===== config.mk =====
export PLATFORM = sky130hd
export DESIGN_NAME = elevator_request_scheduler
export DESIGN_NICKNAME = d
export VERILOG_FILES = /design/src/hdl/ers_pkg.sv /design/src/hdl/ers_cell.sv /design/src/hdl/elevator_request_scheduler.sv
export SDC_FILE = /design/constraint.sdc
export NUM_CORES = 1
export LEC_CHECK = 0
export ABC_CLOCK_PERIOD_IN_PS = 15400
export CORE_MARGIN = 10
export CORE_UTILIZATION = 30
export DETAILED_ROUTE_END_ITERATION = 8
export DONT_BUFFER_PORTS = 1
export GPL_TIMING_DRIVEN = 0
export PLACE_DENSITY = 0.49
export SLEW_MARGIN = 40
export SYNTH_ARGS = -nofsm -noshare
export SYNTH_HDL_FRONTEND = slang
export SYNTH_HIERARCHICAL = 1
export SYNTH_SLANG_ARGS = --single-unit

===== constraint.sdc =====
create_clock -name clk -period 15.4 [get_ports clk]
set_clock_uncertainty 0.15 [all_clocks]
set_input_delay 0 -clock clk [delete_from_list [all_inputs] [get_ports clk]]
set_output_delay 0 -clock clk [all_outputs]
set_load 0.05 [all_outputs]

===== src/hdl/ers_pkg.sv =====
// ----------------------------------------------------------------------------
// ers_pkg: shared types and constants for the elevator request scheduler
// Floor count, status and request codes, queue entry and cell control types.
// ----------------------------------------------------------------------------
package ers_pkg;

	localparam int NUM_FLOORS = 9;
	localparam int FLOOR_W    = 4;
	localparam int LEN_W      = $clog2(NUM_FLOORS + 1);
	localparam int PIDX_W     = $clog2(NUM_FLOORS);
	localparam int STATUS_W   = 3;
	localparam int COUNT_W    = 5;

	// request codes; bit 1 set means move
	localparam logic [1:0] REQ_PICKUP = 2'd0;
	localparam logic [1:0] REQ_DEST   = 2'd1;
	localparam logic [1:0] REQ_MOVE   = 2'd2;

	// status codes
	localparam logic [STATUS_W-1:0] ST_QUEUED  = 3'd0;
	localparam logic [STATUS_W-1:0] ST_INVALID = 3'd1;
	localparam logic [STATUS_W-1:0] ST_PENDING = 3'd2;
	localparam logic [STATUS_W-1:0] ST_MOVED   = 3'd3;
	localparam logic [STATUS_W-1:0] ST_IDLE    = 3'd4;

	localparam logic HEAD_UP   = 1'b0;
	localparam logic HEAD_DOWN = 1'b1;

	typedef enum logic {
		ERS_IDLE,
		ERS_EXEC
	} ers_state_t;

	typedef struct packed {
		logic [FLOOR_W-1:0] floor;
		logic               heading;
	} ers_entry_t;

	// broadcast to every cell of the queue
	typedef struct packed {
		logic               ins;       // insert new entry this cycle
		logic               pop;       // shift queue toward head
		logic               near;      // new entry same heading and ahead of car
		ers_entry_t         new_entry;
		logic [FLOOR_W-1:0] car_floor;
	} ers_op_t;

endpackage


===== src/hdl/ers_cell.sv =====
// ----------------------------------------------------------------------------
// ers_cell: one slot of the ordered request queue
// Holds one entry, finds the insertion point with a ripple flag and shifts
// entries to or from its neighbors.
// ----------------------------------------------------------------------------
module ers_cell (
	input  logic                clk,
	input  ers_pkg::ers_op_t    op,
	input  logic                occ,        // this slot holds a queued entry
	input  logic                occ_left,   // left slot occupied (1 for head)
	input  logic                found_in,   // insert point lies left of here
	input  ers_pkg::ers_entry_t left,
	input  ers_pkg::ers_entry_t right,
	output logic                found_out,
	output ers_pkg::ers_entry_t entry
);

	import ers_pkg::*;

	ers_entry_t         entry_q;
	logic [FLOOR_W-1:0] gap_mine;
	logic [FLOOR_W-1:0] gap_new;
	logic               here;
	logic               is_tail;
	logic               take_new;
	logic               take_left;

	always_comb begin
		gap_mine = (entry_q.floor > op.car_floor) ? entry_q.floor - op.car_floor
		                                          : op.car_floor - entry_q.floor;
		gap_new  = (op.new_entry.floor > op.car_floor)
		         ? op.new_entry.floor - op.car_floor
		         : op.car_floor - op.new_entry.floor;
		here      = op.ins & op.near & occ & ~found_in & (gap_new < gap_mine);
		found_out = found_in | here;
		is_tail   = ~occ & occ_left;
		take_new  = here | (op.ins & is_tail & ~found_in);
		take_left = op.ins & found_in & (occ | is_tail);
	end

	always_ff @(posedge clk) begin
		if (take_new) begin
			entry_q <= op.new_entry;
		end else if (take_left) begin
			entry_q <= left;
		end else if (op.pop) begin
			entry_q <= right;
		end
	end

	assign entry = entry_q;

endmodule


===== src/hdl/elevator_request_scheduler.sv =====
// ----------------------------------------------------------------------------
// elevator_request_scheduler: single-car request queue and car state
// Checks and queues pickup/destination calls, pops the queue on a move.
// ----------------------------------------------------------------------------
// The accepting edge moves the FSM to execute; done is registered from the execute
//   state. busy is high for the one execute cycle, set by the queue cell row
//   updating in a single pass; a new item is taken only when busy is low.
// Reset (arst_n low): queue empty, no floor pending, car at floor 0 heading
//   up. Queue slot contents are not cleared; only occupied slots are read.
// Results cannot be stalled: done is a one-cycle strobe.
module elevator_request_scheduler (
	input  logic                          clk,
	input  logic                          arst_n,
	input  logic                          start,
	output logic                          busy,
	input  logic [1:0]                    req_type,
	input  logic [ers_pkg::FLOOR_W-1:0]   floor,
	input  logic                          call_direction,
	output logic                          done,
	output logic [ers_pkg::STATUS_W-1:0]  status,
	output logic [ers_pkg::FLOOR_W-1:0]   car_floor,
	output logic                          car_heading,
	output logic [ers_pkg::COUNT_W-1:0]   queued_count
);

	import ers_pkg::*;

	ers_state_t state_q, state_d;

	// captured request
	logic [1:0]         req_q;
	logic [FLOOR_W-1:0] floor_q;
	logic               dir_q;

	// car and queue bookkeeping
	logic [LEN_W-1:0]      len_q;
	logic [NUM_FLOORS-1:0] pending_q;
	logic [FLOOR_W-1:0]    car_q;
	logic                  head_q;

	// result registers
	logic                done_q;
	logic [STATUS_W-1:0] status_q;

	// cell row wiring
	ers_op_t               op;
	logic [NUM_FLOORS:0]   found;
	logic [NUM_FLOORS-1:0] occ;
	ers_entry_t            ent [NUM_FLOORS];

	// decode of the captured request
	logic                  exec;
	logic                  is_move;
	logic                  bad_floor;
	logic                  dup;
	logic                  full;
	logic                  ahead;
	logic                  new_head;
	logic [NUM_FLOORS-1:0] floor_bit;
	logic [NUM_FLOORS-1:0] dst_bit;
	logic [STATUS_W-1:0]   status_d;

	// ---------------- control FSM ----------------
	always_ff @(posedge clk or negedge arst_n) begin
		if (!arst_n) begin
			state_q <= ERS_IDLE;
		end else begin
			state_q <= state_d;
		end
	end

	always_comb begin
		state_d = state_q;
		case (state_q)
			ERS_IDLE: begin
				if (start) state_d = ERS_EXEC;
			end
			ERS_EXEC: state_d = ERS_IDLE;
			default:  state_d = ERS_IDLE;
		endcase
	end

	assign busy = (state_q == ERS_EXEC);
	assign exec = busy;

	// request capture on acceptance
	always_ff @(posedge clk) begin
		if (start && !busy) begin
			req_q   <= req_type;
			floor_q <= floor;
			dir_q   <= call_direction;
		end
	end

	// ---------------- decode ----------------
	always_comb begin
		is_move   = (req_q & REQ_MOVE) != 2'd0;
		bad_floor = {1'b0, floor_q} >= COUNT_W'(NUM_FLOORS);
		// floor index only used when in range, so truncation is safe
		floor_bit = NUM_FLOORS'(1) << floor_q[PIDX_W-1:0];
		dst_bit   = NUM_FLOORS'(1) << ent[0].floor[PIDX_W-1:0];
		dup       = (pending_q & floor_bit) != '0;
		full      = len_q >= LEN_W'(NUM_FLOORS);
		new_head  = (req_q == REQ_PICKUP) ? dir_q : head_q;
		ahead     = (head_q == HEAD_UP) ? (floor_q >= car_q) : (floor_q <= car_q);

		if (is_move) begin
			status_d = (len_q == '0) ? ST_IDLE : ST_MOVED;
		end else if (bad_floor) begin
			status_d = ST_INVALID;
		end else if (dup) begin
			status_d = ST_PENDING;
		end else begin
			status_d = ST_QUEUED;
		end

		op.ins               = exec & (status_d == ST_QUEUED) & ~full;
		op.pop               = exec & (status_d == ST_MOVED);
		op.near              = (new_head == head_q) & ahead;
		op.new_entry.floor   = floor_q;
		op.new_entry.heading = new_head;
		op.car_floor         = car_q;
	end

	// ---------------- queue cell row ----------------
	assign found[0] = 1'b0;

	for (genvar i = 0; i < NUM_FLOORS; i++) begin : g_cell
		ers_entry_t left_e, right_e;
		logic       occ_l;

		assign occ[i] = LEN_W'(i) < len_q;

		if (i == 0) begin : g_head
			assign occ_l  = 1'b1;
			assign left_e = '0;
		end else begin : g_body
			assign occ_l  = occ[i-1];
			assign left_e = ent[i-1];
		end

		if (i == NUM_FLOORS - 1) begin : g_last
			assign right_e = '0;
		end else begin : g_mid
			assign right_e = ent[i+1];
		end

		ers_cell u_cell (
			.clk       (clk),
			.op        (op),
			.occ       (occ[i]),
			.occ_left  (occ_l),
			.found_in  (found[i]),
			.left      (left_e),
			.right     (right_e),
			.found_out (found[i+1]),
			.entry     (ent[i])
		);
	end

	// ---------------- car state and pending map ----------------
	always_ff @(posedge clk or negedge arst_n) begin
		if (!arst_n) begin
			len_q     <= '0;
			pending_q <= '0;
			car_q     <= '0;
			head_q    <= HEAD_UP;
			done_q    <= 1'b0;
		end else begin
			done_q <= exec;
			if (op.ins) begin
				len_q     <= len_q + LEN_W'(1);
				pending_q <= pending_q | floor_bit;
			end else if (op.pop) begin
				len_q     <= len_q - LEN_W'(1);
				pending_q <= pending_q & ~dst_bit;
				car_q     <= ent[0].floor;
				// heading kept when the target is the car's own floor
				if (ent[0].floor > car_q) begin
					head_q <= HEAD_UP;
				end else if (ent[0].floor < car_q) begin
					head_q <= HEAD_DOWN;
				end
			end
		end
	end

	always_ff @(posedge clk) begin
		if (exec) begin
			status_q <= status_d;
		end
	end

	// car fields read live: they only change on the execute edge
	assign done         = done_q;
	assign status       = status_q;
	assign car_floor    = car_q;
	assign car_heading  = head_q;
	assign queued_count = COUNT_W'(len_q);

endmodule


==> results.sh <==
export IMPL_wirelength_mm=25.2
export IMPL_slowest_delay_ns=0.78
export IMPL_setup_viol=0
export IMPL_grt_pass1_wl_mm=40.8
export IMPL_status="finished clean"
export IMPL_gp_congestion=0.781
export IMPL_report_final_slew_viol_count=0
export IMPL_worstPathArrival_ns=8.32
export IMPL_period_minus_slack_ns=8.38
export IMPL_ant_nets=0
export IMPL_fin_tns_setup_ns=0
export IMPL_crit_type="register to register"
export IMPL_grt_pass1_vias=7460
export IMPL_holdBufCountCts=9
export IMPL_power_w=0.00213
export IMPL_crit_path_top_delay_cell="dfrtp_1"
export IMPL_p_per_area_nw_per_um2=198
export IMPL_syn_area_per_cell_sq_um=9.82
export IMPL_pre_cts_ws_ns=7.02
export IMPL_yosys_warnings=6
export IMPL_path_delay_family="simple AND/OR/NAND/NOR gates"
export IMPL_slew_headroom_pct=48.1
export IMPL_area_growth_pct=12.0
export IMPL_dieArea_sq_um=39600
export IMPL_nets=1234
export IMPL_critPathBufInv=2
export IMPL_core_area_sq_um=31600
export IMPL_crit_path_start_kind="register"
export IMPL_crit_fanout=9
export IMPL_drtIter0Drc=341
export IMPL_cts_repair_resize_count=0
export IMPL_wl_per_cell_um=17.6
export IMPL_cts_sinks=66
export IMPL_row_count=65
export IMPL_ios=25
export IMPL_overflow=0
export IMPL_clock_latency_ns=0.34
export IMPL_post_route_util_pct=34.1
export IMPL_htreeDepth=3
export IMPL_tritoncts="built"
export IMPL_port_buffers=0
export IMPL_drive_gt1_share_pct=12.9
export IMPL_cp_end_kind="register"
export IMPL_drcViolationCount=0
export IMPL_fp_dieH_um=199
export IMPL_track_usage_pct=13.1
export IMPL_drtPass1Iterations=5
export IMPL_clkTransAtPathRegs_ns=0.06
export IMPL_place_detailed_hpwl_mm=19.6
export IMPL_ir_worst_vdd_uv=87.7
export IMPL_antenna_found_initial=0
export IMPL_antenna_cells=0
export IMPL_maxCapViolCount=0
export IMPL_crit_required_ns=15.34
export IMPL_worst_slew_pin_slew_ns=0.779
export IMPL_fin_crit_sh_pct=54.4
export IMPL_grt_max_degree=32
export IMPL_hold_path_class="input port to asynchronous set/reset pin"
export IMPL_layout_setup_ws_ns=7.02
export IMPL_clk_path_buf_depth=2
export IMPL_numCtsBuffers=9
export IMPL_clockRootBuffer="clkbuf_16"
export IMPL_syn_area_sq_um=9620
export IMPL_syn_inst=979
export IMPL_hold_viol=0
export IMPL_routed_via_density=5.04
export IMPL_rsz0062_at_grt="false"
export IMPL_start_util_pct=30.5
export IMPL_fp_dieW_um=199
export IMPL_final_cell_mix="164 x ha_1, 122 x inv_1, 99 x mux2i_1, 59 x o21ai_0, 48 x a21oi_1"
export IMPL_final_common_cell="ha_1"
export IMPL_vias=7208
export IMPL_clock_fmax_mhz=119
export IMPL_postCtsSetupBuffers=0
export IMPL_leakage_nw=4.78
[state kept, by name, summed over array words and instances (netlist names)]
register / cells
g_cell.u_cell/entry: 36
pending_q: 9
car_floor: 4
floor_q: 4
len_q: 4
status: 3
req_q: 2
busy: 1
car_heading: 1
dir_q: 1
done: 1
[power by group]
part           internal, W  total (W)  switching (W)
combinational     0.000673    0.00155       0.000872
clock             0.000136   0.000215      0.0000796
sequential        0.000238   0.000371       0.000133
total              0.00105    0.00213        0.00108
[final cells by class]
class                      count  area [sq um]
fill                        3265         20800
multi-input combinational    792          7270
sequential                    66          1890
tap                          402           503
inverter                     122           458
timing repair buffer          22           258
clock buffer                  11           254
buffer                        11          70.1
clock inverter                 5          62.6
[stage by stage]
| stage | instances | hold WS, ns | instance area (sq um) |
|---|---|---|---|
| after detailed placement | 1405 | -0.445 | 10400 |
| final | 1431 | 0.00137 | 10800 |
| after global placement | 1393 | -0.445 | 10200 |
| after floorplan | 991 | -0.446 | 9660 |
| after global routing | 1431 | 0.0497 | 10800 |
| after CTS | 1430 | 0.122 | 10800 |
[final timing paths]
check / startpoint / depth (start not counted) / slack (ns) / endpoint
worst min-delay path: arst_n / 2 / 0.001 / pending_q[8]$_DFFE_PN0P_
worst min register to register: pending_q[1]$_DFFE_PN0P_ / 2 / 0.35 / pending_q[1]$_DFFE_PN0P_
worst max register to register: len_q[1]$_DFFE_PN0P_ / 34 / 7.02 / g_cell[8].u_cell/entry[4]$_DFFE_PP_
max in group asynchronous: arst_n / 2 / 14.73 / car_floor[2]$_DFFE_PN0P_
min in group clk: req_type[1] / 1 / 0.14 / req_q[1]$_DFFE_PP_
worst max-delay path: len_q[1]$_DFFE_PN0P_ / 34 / 7.02 / g_cell[8].u_cell/entry[4]$_DFFE_PP_
[layer usage]
| metal | up-vias | routed length, um | track usage (%) |
|---|---|---|---|
| met3 | 14 | 625 | 2.16 |
| met5 | - | 0 | 0 |
| li1 | 3611 | - | - |
| met2 | 67 | 12100 | 22.6 |
| met4 | 0 | 159 | 1.64 |
| met1 | 3516 | 12400 | 17.1 |
Note: power is estimated with default switching activity, not from simulation.
